$ cat src/hdl/assert_macros.svh
// Assertion macros for the files that check their own logic.
`ifndef ASSERT_MACROS_SVH
`define ASSERT_MACROS_SVH

// Checks a property on every rising clock edge outside reset.
`define CR_ASSERT(lbl, prop, msg) \
  lbl: assert property (@(posedge clk_i) disable iff (!rst_ni) (prop)) else $error(msg);

// Checks that a condition is followed by another in the next cycle.
`define CR_ASSERT_NEXT(lbl, ante, cons, msg) \
  lbl: assert property (@(posedge clk_i) disable iff (!rst_ni) (ante) |=> (cons)) \
    else $error(msg);

`endif

$ cat src/hdl/cr_ram.sv
// Generic simple dual-port RAM with one write port and a registered read port.
module cr_ram #(
  parameter int WIDTH = 32,
  parameter int DEPTH = 64
) (
  input  logic                     clk_i,
  input  logic                     we_i,
  input  logic [$clog2(DEPTH)-1:0] waddr_i,
  input  logic [WIDTH-1:0]         wdata_i,
  input  logic [$clog2(DEPTH)-1:0] raddr_i,
  output logic [WIDTH-1:0]         rdata_o
);

  logic [WIDTH-1:0] mem_q [DEPTH];

  always_ff @(posedge clk_i) begin
    if (we_i) begin
      mem_q[waddr_i] <= wdata_i;
    end
    rdata_o <= mem_q[raddr_i];
  end

endmodule

$ cat config.mk
export PLATFORM = sky130hd
export DESIGN_NAME = cr_ram
export DESIGN_NICKNAME = d
export VERILOG_FILES = /design/src/hdl/assert_macros.svh /design/src/hdl/cr_ram.sv
export SDC_FILE = /design/constraint.sdc
export NUM_CORES = 2
export LEC_CHECK = 0
export BUFFER_PORTS_ARGS = -buffer_cell sky130_fd_sc_hd__buf_2
export CAP_MARGIN = 30
export CORE_MARGIN = 3
export CORE_UTILIZATION = 60
export CTS_CLUSTER_DIAMETER = 60
export DETAILED_ROUTE_END_ITERATION = 7
export PLACE_DENSITY = 0.87
export SETUP_SLACK_MARGIN = 0.4
export SLEW_MARGIN = 20
export SYNTH_ARGS = -nofsm -noshare
export SYNTH_HDL_FRONTEND = slang
export SYNTH_SLANG_ARGS = --single-unit
$ cat constraint.sdc
create_clock -name clk_i -period 4.3 [get_ports clk_i]
set_clock_uncertainty 0.1 [all_clocks]
set_input_delay 0.215 -clock clk_i [delete_from_list [all_inputs] [get_ports clk_i]]
set_output_delay 0.215 -clock clk_i [all_outputs]
set_load 0.02 [all_outputs]
# Word-level counts from Yosys, hierarchy flattened
# Memory sizes are Yosys's and may differ from the RTL's. A register that Yosys moved wholly into a read port is not among the register bits.
# Cells that the tools add are included.
# totals
ff_bits,0
ramBits,2048
wordCells,3
memories,1
# mem_list
name,depth,width,rd,rd_ports_with_merged_regs,write_ports,line,rtl
mem_q,64,32,1,1,1,cr_ram.sv:14,logic [WIDTH-1:0] mem_q [DEPTH];
# op_classes
n_mux,2
# ops
cell,n
$mux W1,2

# Depth between registers and ports, before layout
# depth
word_depth,2
ltp_mapped,10

# Worst setup path before layout
# No wires, ideal clock.
# synth_path
path_type,input -> register
startpoint,input port waddr_i[3]
endpoint,memory mem_q[48][0] (enable)
arrival_time_ns,2.914
required_ns,3.739
slack_ns,0.825
stages,4
cell_sequence,clkbuf_1 -> nor2b_1 -> nand4b_1 -> nor3_1
# synth_lines
element,line,rtl
"start, declared",cr_ram.sv:8,"input logic [$clog2(DEPTH)-1:0] waddr_i,"
"end, declared",cr_ram.sv:14,
# Straight into the memory's write port.

==> flow_metrics.tcl <==
set metrics [dict create \
    hp-class "input port to register" \
    netlist_area_um2 78500 \
    layout-drive-gt1-share_pct 30.4 \
    setup_ws_ps 1470 \
    synth.top_cell.area_share_pct 78.3 \
    nNetsFinal 3679 \
    dp_hpwl_um 121000 \
    power_frac_comb_pct 5.6 \
    syn_area_per_cell_um2 23.6 \
    p_leak_nw 28.0 \
    fp.dieH_um 368 \
    synth.distinct_cells 34 \
    clk_path_buf_depth 3 \
    track_usage_pct 35.4 \
    io_pins 78 \
    tns_ps 0 \
    finalMaxSlewViolations 0 \
    ys_seq_elements 2080 \
    place_ws_ps 599 \
    final_cell_mix "2,048 x edfxtp_1, 544 x mux4_2, 194 x clkbuf_16" \
    crit_type "input port to register" \
    drc_errors 0 \
    routed_wirelength_um 241000 \
    grt_antenna_before_repair 18 \
    tightest_slew_ps 1100 \
    area_growth_pct 13.7 \
    slew-limit-headroom_pct 26.4 \
    clock_latency_ps 870 \
    cts_sinks 2080 \
    synth_flop_cell "edfxtp_1" \
    clkPwrFrac_pct 40.6 \
    grt_pass1_vias 42300 \
    synthTopCellsByArea "edfxtp_1 78%, mux4_2 16%, mux2i_1 1.2%, dfxtp_1 0.82%, o22ai_1 0.67%" \
    routed-wl-met2_um 114000 \
    crit_fanout 49 \
    grt_max_degree 76 \
    synth_top_area_cell "edfxtp_1" \
    dieArea_um2 135000 \
    h-tree-depth 4 \
    p_seq_share_pct 53.8 \
    port_buffers 77 \
    switching_share_pct 22.6 \
    overflow 0 \
    dr.pass1.iters 7 \
    cts_root_buffer "clkbuf_16" \
    hold_viol 0 \
    num_vias 42100 \
    cts_tree "done" \
    powerDensity_nw_per_um2 470 \
    route.met3.wl_um 37300 \
    start_util_pct 60.6 \
    cts_buffers 190 \
    fmax_ghz 0.354 \
    core_um2 130000 \
    clk_pin_slew_ps 70 \
    num_rows 132 \
    setup_violations 0 \
    finalCritPeriodShare_pct 65.7 \
    drt-met1-wl_um 70300 \
    yosys_warnings 0 \
    critPathCaptureType "register" \
    finalCriticalPeriod_ps 2830 \
    synth_edf_count 2048 \
    yosysSeqAreaShare_pct 79.1 \
    power.total_mw 41.9 \
    drtAntennaViolNets 0 \
    top_layer "met5" \
    rsz0062_at_grt "no" \
    cp_data_required_time_ps 4860 \
    place_congestion 0.863 \
    final_common_cell "edfxtp_1" \
    holdWs_ps 85.2 \
    p_int_mw 32.4 \
    peakVddDrop_mv 0.506 \
    drt-vias-per-instance 7.61 \
    rrSetupSlack_ps 1590 \
    dieWidth_um 368 \
    status "complete, no violations" \
    critical_path_arrival_ps 3390 \
    wire_per_inst_um 43.6 \
    p_sw_mw 9.48 \
    drtIter0Drc 9001 \
    synthCells 3324 \
    synth.net_count 3370 \
    grt_pass1_wl_um 331000 \
    post-cts-setup-buffer-count 0 \
    cap_violations 0 \
    ys_async_sr_fraction_pct 0 \
    start_kind "input port" \
]
## sequential cells by signal, indices dropped and copies added (netlist names)
signal and flops:
mem_q 2048, rdata_o 32
## stage by stage
step | area (um^2) | cells | utilization [%]
floorplan | 78500 | 3324 | -
global placement | 82300 | 5123 | 63.5
detailed placement | 82700 | 5144 | 63.8
CTS | 89000 | 5516 | 68.7
global route | 89200 | 5530 | 68.8
finish | 89300 | 5537 | 68.8
## Yosys cell counts (3+ instances only)
library cell	instances
nor2_1	137
and3_1	4
buf_2	57
or3b_2	3
nor2b_1	15
buf_4	25
a21oi_1	62
mux4_2	544
nor3_1	7
nand2b_1	8
buf_1	21
a311oi_1	8
a22oi_1	12
mux2i_1	93
edfxtp_1	2048
o32ai_1	4
buf_6	5
clkbuf_1	74
nand3b_1	5
nand2_1	26
nand3_1	5
dfxtp_1	32
or3_1	3
o22ai_1	84
o221ai_1	27
a41o_1	4
## final cells by class
class | instances | area (um^2)
multi-input cells | 1062 | 16000
diodes | 8 | 20.0
clock inverters | 99 | 842
repair buffers | 299 | 2890
fillers | 6894 | 40400
well taps | 1742 | 2180
flip-flops and latches | 2080 | 62100
clock buffers | 247 | 5210
## worst max-delay path, cell delays in order
cell     delay, ps
buf_8          330
buf_12         470
buf_4          370
mux4_2         560
mux4_2         490
o22ai_1        600
nor2_1         280
## logic make-up after synthesis
logic type,after synthesis,synth area share (%)
DFF,2080,79.1
buffers and inverters,182,1.13
AOI/OAI and AO/OA,202,1.67
muxes,637,16.8
and+or+nand+nor,223,1.27
## per-layer routing
layer / vias up / GRT usage [%]
li1: 14900 / -
met1: 21100 / 44.8
met2: 4910 / 55.5
met3: 1218 / 10.2
met4: 8 / 20.7
met5: - / 0
## final timing paths
check        depth (start not counted)           to           from
min reg2reg                          4   rdata_o[8]   mem_q[13][8]
max                                  7  rdata_o[18]     raddr_i[0]
min                                  4  rdata_o[29]     raddr_i[3]
max reg2reg                          4  rdata_o[10]  mem_q[17][10]
## power groups by stage
stage	registers [mW]	clock network, mW	logic, mW
after floorplan	23.0	0	1.09
after global placement	23.0	0	2.00
after detailed placement	23.0	0	2.15
after CTS	22.5	16.9	2.26
after global routing	22.5	17.6	2.39
final	22.5	17.0	2.36
## timing repair
| action | in CTS | in global routing |
|---|---|---|
| setup endpoints to repair | 0 | 0 |
| hold buffers | 26 | 7 |
| resized for setup | 0 | 0 |
| endpoints found under the hold margin | 860 | 448 |
No activity file was read; power rests on OpenSTA's default activity.
