$ cat src/hdl/assert_macros.svh
// Assertion macros for the files that check their own logic.
`ifndef ASSERT_MACROS_SVH
`define ASSERT_MACROS_SVH

// Checks a property on every rising clock edge outside reset.
`define CR_ASSERT(lbl, prop, msg) \
  lbl: assert property (@(posedge clk_i) disable iff (!rst_ni) (prop)) else $error(msg);

// Checks that a condition is followed by another in the next cycle.
`define CR_ASSERT_NEXT(lbl, ante, cons, msg) \
  lbl: assert property (@(posedge clk_i) disable iff (!rst_ni) (ante) |=> (cons)) \
    else $error(msg);

`endif

$ cat src/hdl/cr_pkg.sv
// Types, constants and helper functions of the spline evaluator.
package cr_pkg;

  localparam int MAX_POINTS = 64;
  localparam int ADDR_W     = $clog2(MAX_POINTS);
  localparam int CNT_W      = $clog2(MAX_POINTS + 1);
  localparam int IDX_W      = 6;
  localparam int SEG_W      = (CNT_W > IDX_W) ? CNT_W : IDX_W;
  localparam int COUNT_W    = 7;
  localparam int COORD_W    = 32;
  localparam int PT_W       = 3 * COORD_W;
  localparam int MU_W       = 17;
  localparam int TW         = 18;
  localparam int HW         = 42;
  localparam int PROD_W     = 60;
  localparam int MAG_W      = 40;
  localparam int SQ_W       = 30;
  localparam int SUM_W      = 2 * SQ_W + 2;
  localparam int ROOT_W     = SUM_W / 2;
  localparam int SQRT_CNT_W = $clog2(ROOT_W);
  localparam int SHIFT_W    = 4;
  localparam int MAGS_W     = ROOT_W + MAG_W - SQ_W;
  localparam int WT_W       = 15;
  localparam int TERM_W     = MAGS_W + WT_W;
  localparam int ACC_W      = 64;
  localparam int LEN_W      = 48;
  localparam int APB_AW     = 3;
  localparam int APB_DW     = 32;
  localparam int NODES      = 5;

  localparam logic [COUNT_W-1:0] COUNT_RESET = 7'd2;
  localparam logic               REG_POINT_COUNT = 1'b0;

  typedef enum logic [1:0] {
    ACT_WRITE = 2'd0,
    ACT_EVAL  = 2'd1,
    ACT_LEN   = 2'd2,
    ACT_NONE  = 2'd3
  } act_e;

  typedef enum logic [3:0] {
    ST_IDLE,
    ST_RESP,
    ST_READ,
    ST_COEF,
    ST_HINIT,
    ST_MUL,
    ST_ACC,
    ST_FIN,
    ST_NORM,
    ST_SQ,
    ST_ROOT_GO,
    ST_ROOT_WAIT,
    ST_WACC,
    ST_TOTAL
  } st_e;

  function automatic logic [15:0] node_t(input logic [2:0] i);
    logic [15:0] r;
    case (i)
      3'd0:    r = 16'd3074;
      3'd1:    r = 16'd15123;
      3'd2:    r = 16'd32768;
      3'd3:    r = 16'd50413;
      3'd4:    r = 16'd62462;
      default: r = 16'd0;
    endcase
    return r;
  endfunction

  function automatic logic [WT_W-1:0] half_w(input logic [2:0] i);
    logic [WT_W-1:0] r;
    case (i)
      3'd0, 3'd4: r = 15'd7764;
      3'd1, 3'd3: r = 15'd15684;
      3'd2:       r = 15'd18641;
      default:    r = 15'd0;
    endcase
    return r;
  endfunction

  function automatic logic signed [HW-1:0] sx(input logic [COORD_W-1:0] v);
    return {{(HW - COORD_W){v[COORD_W-1]}}, v};
  endfunction

endpackage

$ cat src/hdl/cr_sqrt.sv
// Iterative floor square root, two radicand bits per cycle.
module cr_sqrt (
  input  logic                      clk_i,
  input  logic                      rst_ni,
  input  logic                      start_i,
  input  logic [cr_pkg::SUM_W-1:0]  rad_i,
  output logic                      done_o,
  output logic [cr_pkg::ROOT_W-1:0] root_o
);

  localparam int REM_W = cr_pkg::ROOT_W + 4;

  logic [cr_pkg::SUM_W-1:0]      rad_q, rad_d;
  logic [REM_W-1:0]              rem_q, rem_d;
  logic [cr_pkg::ROOT_W-1:0]     root_q, root_d;
  logic [cr_pkg::SQRT_CNT_W-1:0] cnt_q, cnt_d;
  logic                          busy_q, busy_d;
  logic                          done_q, done_d;
  logic [REM_W-1:0]              rem_sh;
  logic [REM_W-1:0]              trial;

  always_comb begin
    rem_sh = {rem_q[REM_W-3:0], rad_q[cr_pkg::SUM_W-1 -: 2]};
    trial  = {2'b00, root_q, 2'b01};
    rad_d  = rad_q;
    rem_d  = rem_q;
    root_d = root_q;
    cnt_d  = cnt_q;
    busy_d = busy_q;
    done_d = 1'b0;
    if (start_i) begin
      rad_d  = rad_i;
      rem_d  = '0;
      root_d = '0;
      cnt_d  = '0;
      busy_d = 1'b1;
    end else if (busy_q) begin
      rad_d = {rad_q[cr_pkg::SUM_W-3:0], 2'b00};
      if (rem_sh >= trial) begin
        rem_d  = rem_sh - trial;
        root_d = {root_q[cr_pkg::ROOT_W-2:0], 1'b1};
      end else begin
        rem_d  = rem_sh;
        root_d = {root_q[cr_pkg::ROOT_W-2:0], 1'b0};
      end
      cnt_d = cnt_q + 1'b1;
      if (cnt_q == cr_pkg::SQRT_CNT_W'(cr_pkg::ROOT_W - 1)) begin
        busy_d = 1'b0;
        done_d = 1'b1;
      end
    end
  end

  always_ff @(posedge clk_i or negedge rst_ni) begin
    if (!rst_ni) begin
      busy_q <= 1'b0;
      done_q <= 1'b0;
      cnt_q  <= '0;
    end else begin
      busy_q <= busy_d;
      done_q <= done_d;
      cnt_q  <= cnt_d;
    end
  end

  always_ff @(posedge clk_i) begin
    rad_q  <= rad_d;
    rem_q  <= rem_d;
    root_q <= root_d;
  end

  assign done_o = done_q;
  assign root_o = root_q;

endmodule

$ cat config.mk
export PLATFORM = sky130hd
export DESIGN_NAME = cr_sqrt
export DESIGN_NICKNAME = d
export VERILOG_FILES = /design/src/hdl/assert_macros.svh /design/src/hdl/cr_pkg.sv /design/src/hdl/cr_sqrt.sv
export SDC_FILE = /design/constraint.sdc
export NUM_CORES = 1
export LEC_CHECK = 0
export BUFFER_PORTS_ARGS = -buffer_cell sky130_fd_sc_hd__clkbuf_2
export CAP_MARGIN = 15
export CORE_UTILIZATION = 50
export CTS_CLUSTER_DIAMETER = 100
export DETAILED_ROUTE_END_ITERATION = 10
export PLACE_DENSITY_LB_ADDON = 0.05
export SYNTH_ARGS = -nofsm -noshare
export SYNTH_HDL_FRONTEND = slang
export SYNTH_SLANG_ARGS = --single-unit
$ cat constraint.sdc
create_clock -name clk_i -period 6.3 [get_ports clk_i]
set_input_delay 0 -clock clk_i [delete_from_list [all_inputs] [get_ports clk_i]]
set_output_delay 0 -clock clk_i [all_outputs]
set_load 0.005 [all_outputs]
Word-level counts from Yosys, hierarchy flattened
Index checks and enable logic that the tools add are counted.
Storage, ports and cells
  latch bits: 0
  memories: 0
  bits of input ports: 65
  bits in read-only memories: 0
  logic and storage cells: 23
  bits in registers: 133
  memory bits (writable): 0
  output and inout bits: 32
Operators by class
  reductions and logical operators: 1
  add/sub/neg operators: 2
  mux-type cells: 12
  bitwise operators: 0
  divide/modulo/power cells: 0
  equality and inequality tests: 1
  multiply operators: 0
  shifts and indexed selects: 0
  $lt $le $gt $ge: 1
Operators with widths (count)
  two-way mux 62 bit: 2
  greater-or-equal comparator 35 x 33 -> 1 bit: 1
  two-way mux 33 bit: 1
  subtractor 33 bit: 1
  two-way mux 5 bit: 2
  two-way mux 1 bit: 7
  adder 5 x 1 -> 5 bit (second input constant): 1
  equality test 5 bit (second input constant): 1
  nonzero test 2 bit: 1

Depth between registers and ports, before layout
  depth in word-level cells: 4
  mapped depth: 14
  gate-level depth less buffers: 11

Worst setup path before layout
OpenSTA, ideal clock, no wires.
  path kind: reg-to-reg
  from: reg root_q, in the netlist root_o[9]
  to: reg rem_q[31]
  path slack: 3.600 ns
  library setup time: 0.122 ns
  data required time: 6.178 ns
  period minus slack after synthesis: 2.700 ns
  stages on the path, launching flop included: 14
  arrival: 2.578 ns
  buffers on the path: 3
  cell sequence: dfxtp_1 inv_1 ha_1 buf_4 nand3_1 or4_1 nor4_2 nor2_1 a31oi_1 o21ai_1 buf_6 buf_2 a32oi_1 nand3_1
On the way
  cells in the longest elaborated chain, start to end: 2
  elaborated cells between the ends (all ways): 3
  those cells by class: add/sub: 1; order compare: 1; mux: 1
Ends and longest elaborated chain
  start: declaration: line cr_sqrt.sv:15  | logic [cr_pkg::ROOT_W-1:0] root_q, root_d;
  start signal: assignment: line cr_sqrt.sv:69  | root_q <= root_d;
  subtractor 33 bit or greater-or-equal comparator 35 x 33 -> 1 bit (tied branches): line cr_sqrt.sv:40, cr_sqrt.sv:39
  two-way mux 33 bit (*): line cr_sqrt.sv:39  | if (rem_sh >= trial) begin
  end signal: assignment: line cr_sqrt.sv:68  | rem_q <= rem_d;
  end: declaration: line cr_sqrt.sv:14  | logic [REM_W-1:0] rem_q, rem_d;
Every way passes the cells marked *; elsewhere a longest branch is shown, timed or not.
A chain may end at the register's enable or synchronous reset.

Worst setup path after layout
  from: reg root_q, in the netlist root_o[4]
  to: reg rem_q[20]
Same word-level chain as after synthesis.

==> summary.txt <==
Min path
  – HP Class: in -> reg
  – Worst hold path endpoint: root_o[29]
  – HP Start: start_i
  – Hold path depth: 2

Routing
  – Total Wirelength: 15.7 mm
  – Vias: 5649
  – Drt via density: 5.42
  – Drt wl/cell: 15.0 µm
  – Pre-antenna DRT Iters: 4
  – Initial DRC Count: 283
  – # DRC: 0
  – Post-DRT Antenna Nets: 0

Cells and area
  – # fillers: 1134
  – Final #Nets: 950
  – Area grow syn2layout: 25.2%
  – Fin area: 9010 µm²
  – Non-filler instance count after layout: 1043
  – Antenna diodes: 0
  – Multi-input logic area: 3580 µm²
  – Reg area: 3320 µm²
  – Layout cells sized above 1: 22.7%

Setup path
  – Worst setup EP type: flop
  – RR Endpoint: rem_q[20]
  – Register-to-register setup slack: 2800 ps
  – Critical Path Start Type: flop
  – CP Class: reg -> reg
  – Crit-path max FO: 37
  – Worst r2r path cells: 12
  – CP Cell Sequence: inv_1 -> ha_1 -> a211oi_1 -> o21bai_1 -> o21a_1 -> o211ai_1 -> a31oi_1 -> o21ai_4 -> buf_4 -> nand2b_1 -> a21o_1 -> nand2_1
  – CP required: 6620 ps
  – Worst EP arrival: 3820 ps
  – Critical-path top delay cell: o21ai_4
  – Reg-to-Reg Start: root_o[4]
  – Crit path largest cell delay: 530 ps

CTS
  – CTS max path bufs: 2
  – Total CTS buffers: 17
  – Post-CTS Hold Buffers: 64
  – H-tree levels: 4
  – CTS tree: built
  – Setup bufs post-CTS: 0
  – Clock latency on the worst-skew pair: 430 ps
  – Worst-path clk slew: 60 ps
  – Clock sinks: 133
  – Root buffer cell: clkbuf_16
  – Post-CTS Resized: 0

Synth
  – Xor and xnor area share after synthesis: 3.89%
  – Multiplexer area fraction after synthesis: 14.5%
  – Ys Warns: 0
  – Post-synth ARST share: 5.26%
  – Seq/Total Area, Yosys: 46.1%
  – Post-synthesis compound-gate area fraction: 13.7%
  – Yosys reg bits: 133
  – Main combinational cell family by area after synthesis: multiplexers
  – Syn nets: 803
  – Post-Synth Adder-Cell Area: 6.08%
  – Synth Flop Type: dfxtp_1
  – Synth Area in Simple Gates: 11.3%
  – EDFF count, synth: 62
  – Syn_area_per_cell: 10.2 µm²
  – Gate Count Post-Synth: 703
  – Synth unique cells: 60
  – Synthesized cell area: 7200 µm²

Timing
  – Min Tclk post-route: 3500 ps
  – Fin Clk Skew: 14.3 ps
  – Worst rel slew slack: 29.0%
  – RSZ-0062 raised after global routing: no
  – Setup TNS: 0 ps
  – Final Max Slew Viols: 0
  – Worst Max-Slew Pin Slew: 1070 ps
  – Final period utilization: 55.6%
  – Fmax: 286 MHz
  – Final setup fails: 0
  – Final Hold Vio Count: 0

GRT
  – First-pass GRT wire length: 26.3 mm
  – Global Route Usage Sum: 22.6%
  – Initial antenna violation count: 0
  – Vias in the first global route: 5606
  – Total grt overflow: 0
  – Largest net degree at the start of global routing: 89

Placement
  – Port Buf Inserts: 96
  – Dpl cell area: 7790 µm²
  – Routability congestion estimate from global placement: 0.859
  – Post-DP HPWL: 10.0 mm
  – Inst Count DP: 947

Floorplan
  – CORE AREA: 14000 µm²
  – DIE WIDTH: 122 µm
  – Starting Density: 51.5%
  – Vert. Die Dim: 122 µm
  – Number of I/O pins: 97
  – Die ar.: 14900 µm²
  – Row count: 43

Pwr
  – Cell Pwr Density: 422 nW/µm²
  – Static Leak: 0.00398 µW
  – Maximum vdd ir drop: 0.237 mV

Run status
  – Status: completed

Flow run
  – Max_cap viols: 0
==> worst max path at each step <==
stage          depth (start not counted)       from        end  slack, ps
3_5_place_dp                          12  root_o[4]  rem_q[20]       2830
6_report                              12  root_o[4]  rem_q[20]       2800
2_1_floorplan                         13  root_o[9]  rem_q[31]       3600
3_3_place_gp                          12  root_o[4]  rem_q[20]       2880
5_1_grt                               12  root_o[4]  rem_q[20]       2470
4_1_cts                               12  root_o[5]  rem_q[20]       2790
==> flip-flops by register name, summed over array words and instances, names as in the netlist <==
register	flops
busy_q	1
cnt_q	5
done_o	1
rad_q	62
rem_q	33
root_o	31
==> where the power goes <==
| group | switching (µW) | leakage (µW) | internal [µW] | total, µW |
|---|---|---|---|---|
| clock | 392 | 0.000276 | 588 | 980 |
| sequential | 75.7 | 0.00127 | 1030 | 1110 |
| combinational | 956 | 0.00243 | 762 | 1720 |
==> critical path, delay by kind of cell, from the launching register on <==
family	cells	cell delay, ps
AOI/OAI and AO/OA	7	1740
adders and majority gates	1	350
and+or+nand+nor	2	360
DFF	1	380
buffers and inverters	2	540
==> synthesized netlist by cell type (6+ instances only) <==
cell type / number / area [µm²]
nand2b_1: 8 / 50.1
a32oi_1: 6 / 52.6
xor2_1: 18 / 158
dfxtp_1: 64 / 1280
nand4_1: 9 / 56.3
inv_1: 42 / 158
a21oi_1: 40 / 200
nor3_1: 6 / 30.0
edfxtp_1: 62 / 1860
ha_1: 35 / 438
xnor2_1: 14 / 123
nor2_1: 101 / 379
mux2_2: 60 / 676
a21o_1: 18 / 135
clkbuf_1: 25 / 93.8
a211oi_1: 23 / 173
nand2_1: 28 / 105
mux2i_1: 37 / 370
o21ai_1: 12 / 60.1
dfrtp_1: 7 / 175
o21ai_0: 14 / 70.1
nand3_1: 10 / 50.1
==> cells by family after synthesis <==
logic type	Yosys count
flops	133
xor+xnor	32
mux	97
fa+ha+maj	35
simple gates	181
buf+inv	77
compound gates	148
==> cells in the final DEF (no fill, tap or decap), types with 3 or more instances in the layout <==
master and count:
and2_1 4, xnor2_1 14, mux2_2 60, xor2_1 18, o21ai_1 11, clkinvlp_4 3
dfrtp_1 6, a31oi_1 3, o21ai_0 14, a32oi_1 6, o21a_1 3, nand3_1 10
dfxtp_1 64, clkbuf_16 17, nor2_1 101, ha_1 35, o21bai_1 4, nand4_1 9
a211oi_1 23, a21o_1 18, a21oi_1 40, mux2i_1 37, inv_1 41, edfxtp_1 62
clkinv_4 4, nor3_1 6, o211a_1 3, nand2b_1 8, clkbuf_2 95, buf_4 4
dlygate4sd3_1 64, nand2_1 28
==> cell type report <==
type,count,area share (%)
multi-input combinational,493,39.7
sequential,133,36.9
timing repair buffer,163,12.7
clock buffer,19,4.80
tap,180,2.50
inverter,42,1.75
clock inverter,13,1.68
==> through the flow <==
| stage | worst slack (ps) | hold WS, ps | power [µW] | utilization (%) |
|---|---|---|---|---|
| floorplan | 3600 | -296 | 2490 | - |
| global placement | 2880 | -158 | 2770 | 55.7 |
| detailed placement | 2830 | -149 | 2790 | 55.7 |
| CTS | 2790 | 87.3 | 3820 | 64.4 |
| global route | 2470 | 118 | 4090 | 64.4 |
| finish | 2800 | 96.5 | 3810 | 64.4 |
==> routing by layer <==
metal | GRT usage [%] | part of all wire, % | vias up
met4 | 8.33 | 1.9 | 0
met1 | 26.4 | 44 | 2668
li1 | - | - | 2834
met5 | 0 | 0 | -
met3 | 6.51 | 4.4 | 26
met2 | 38.9 | 50 | 121
Note: power is estimated with default switching activity, not from simulation.
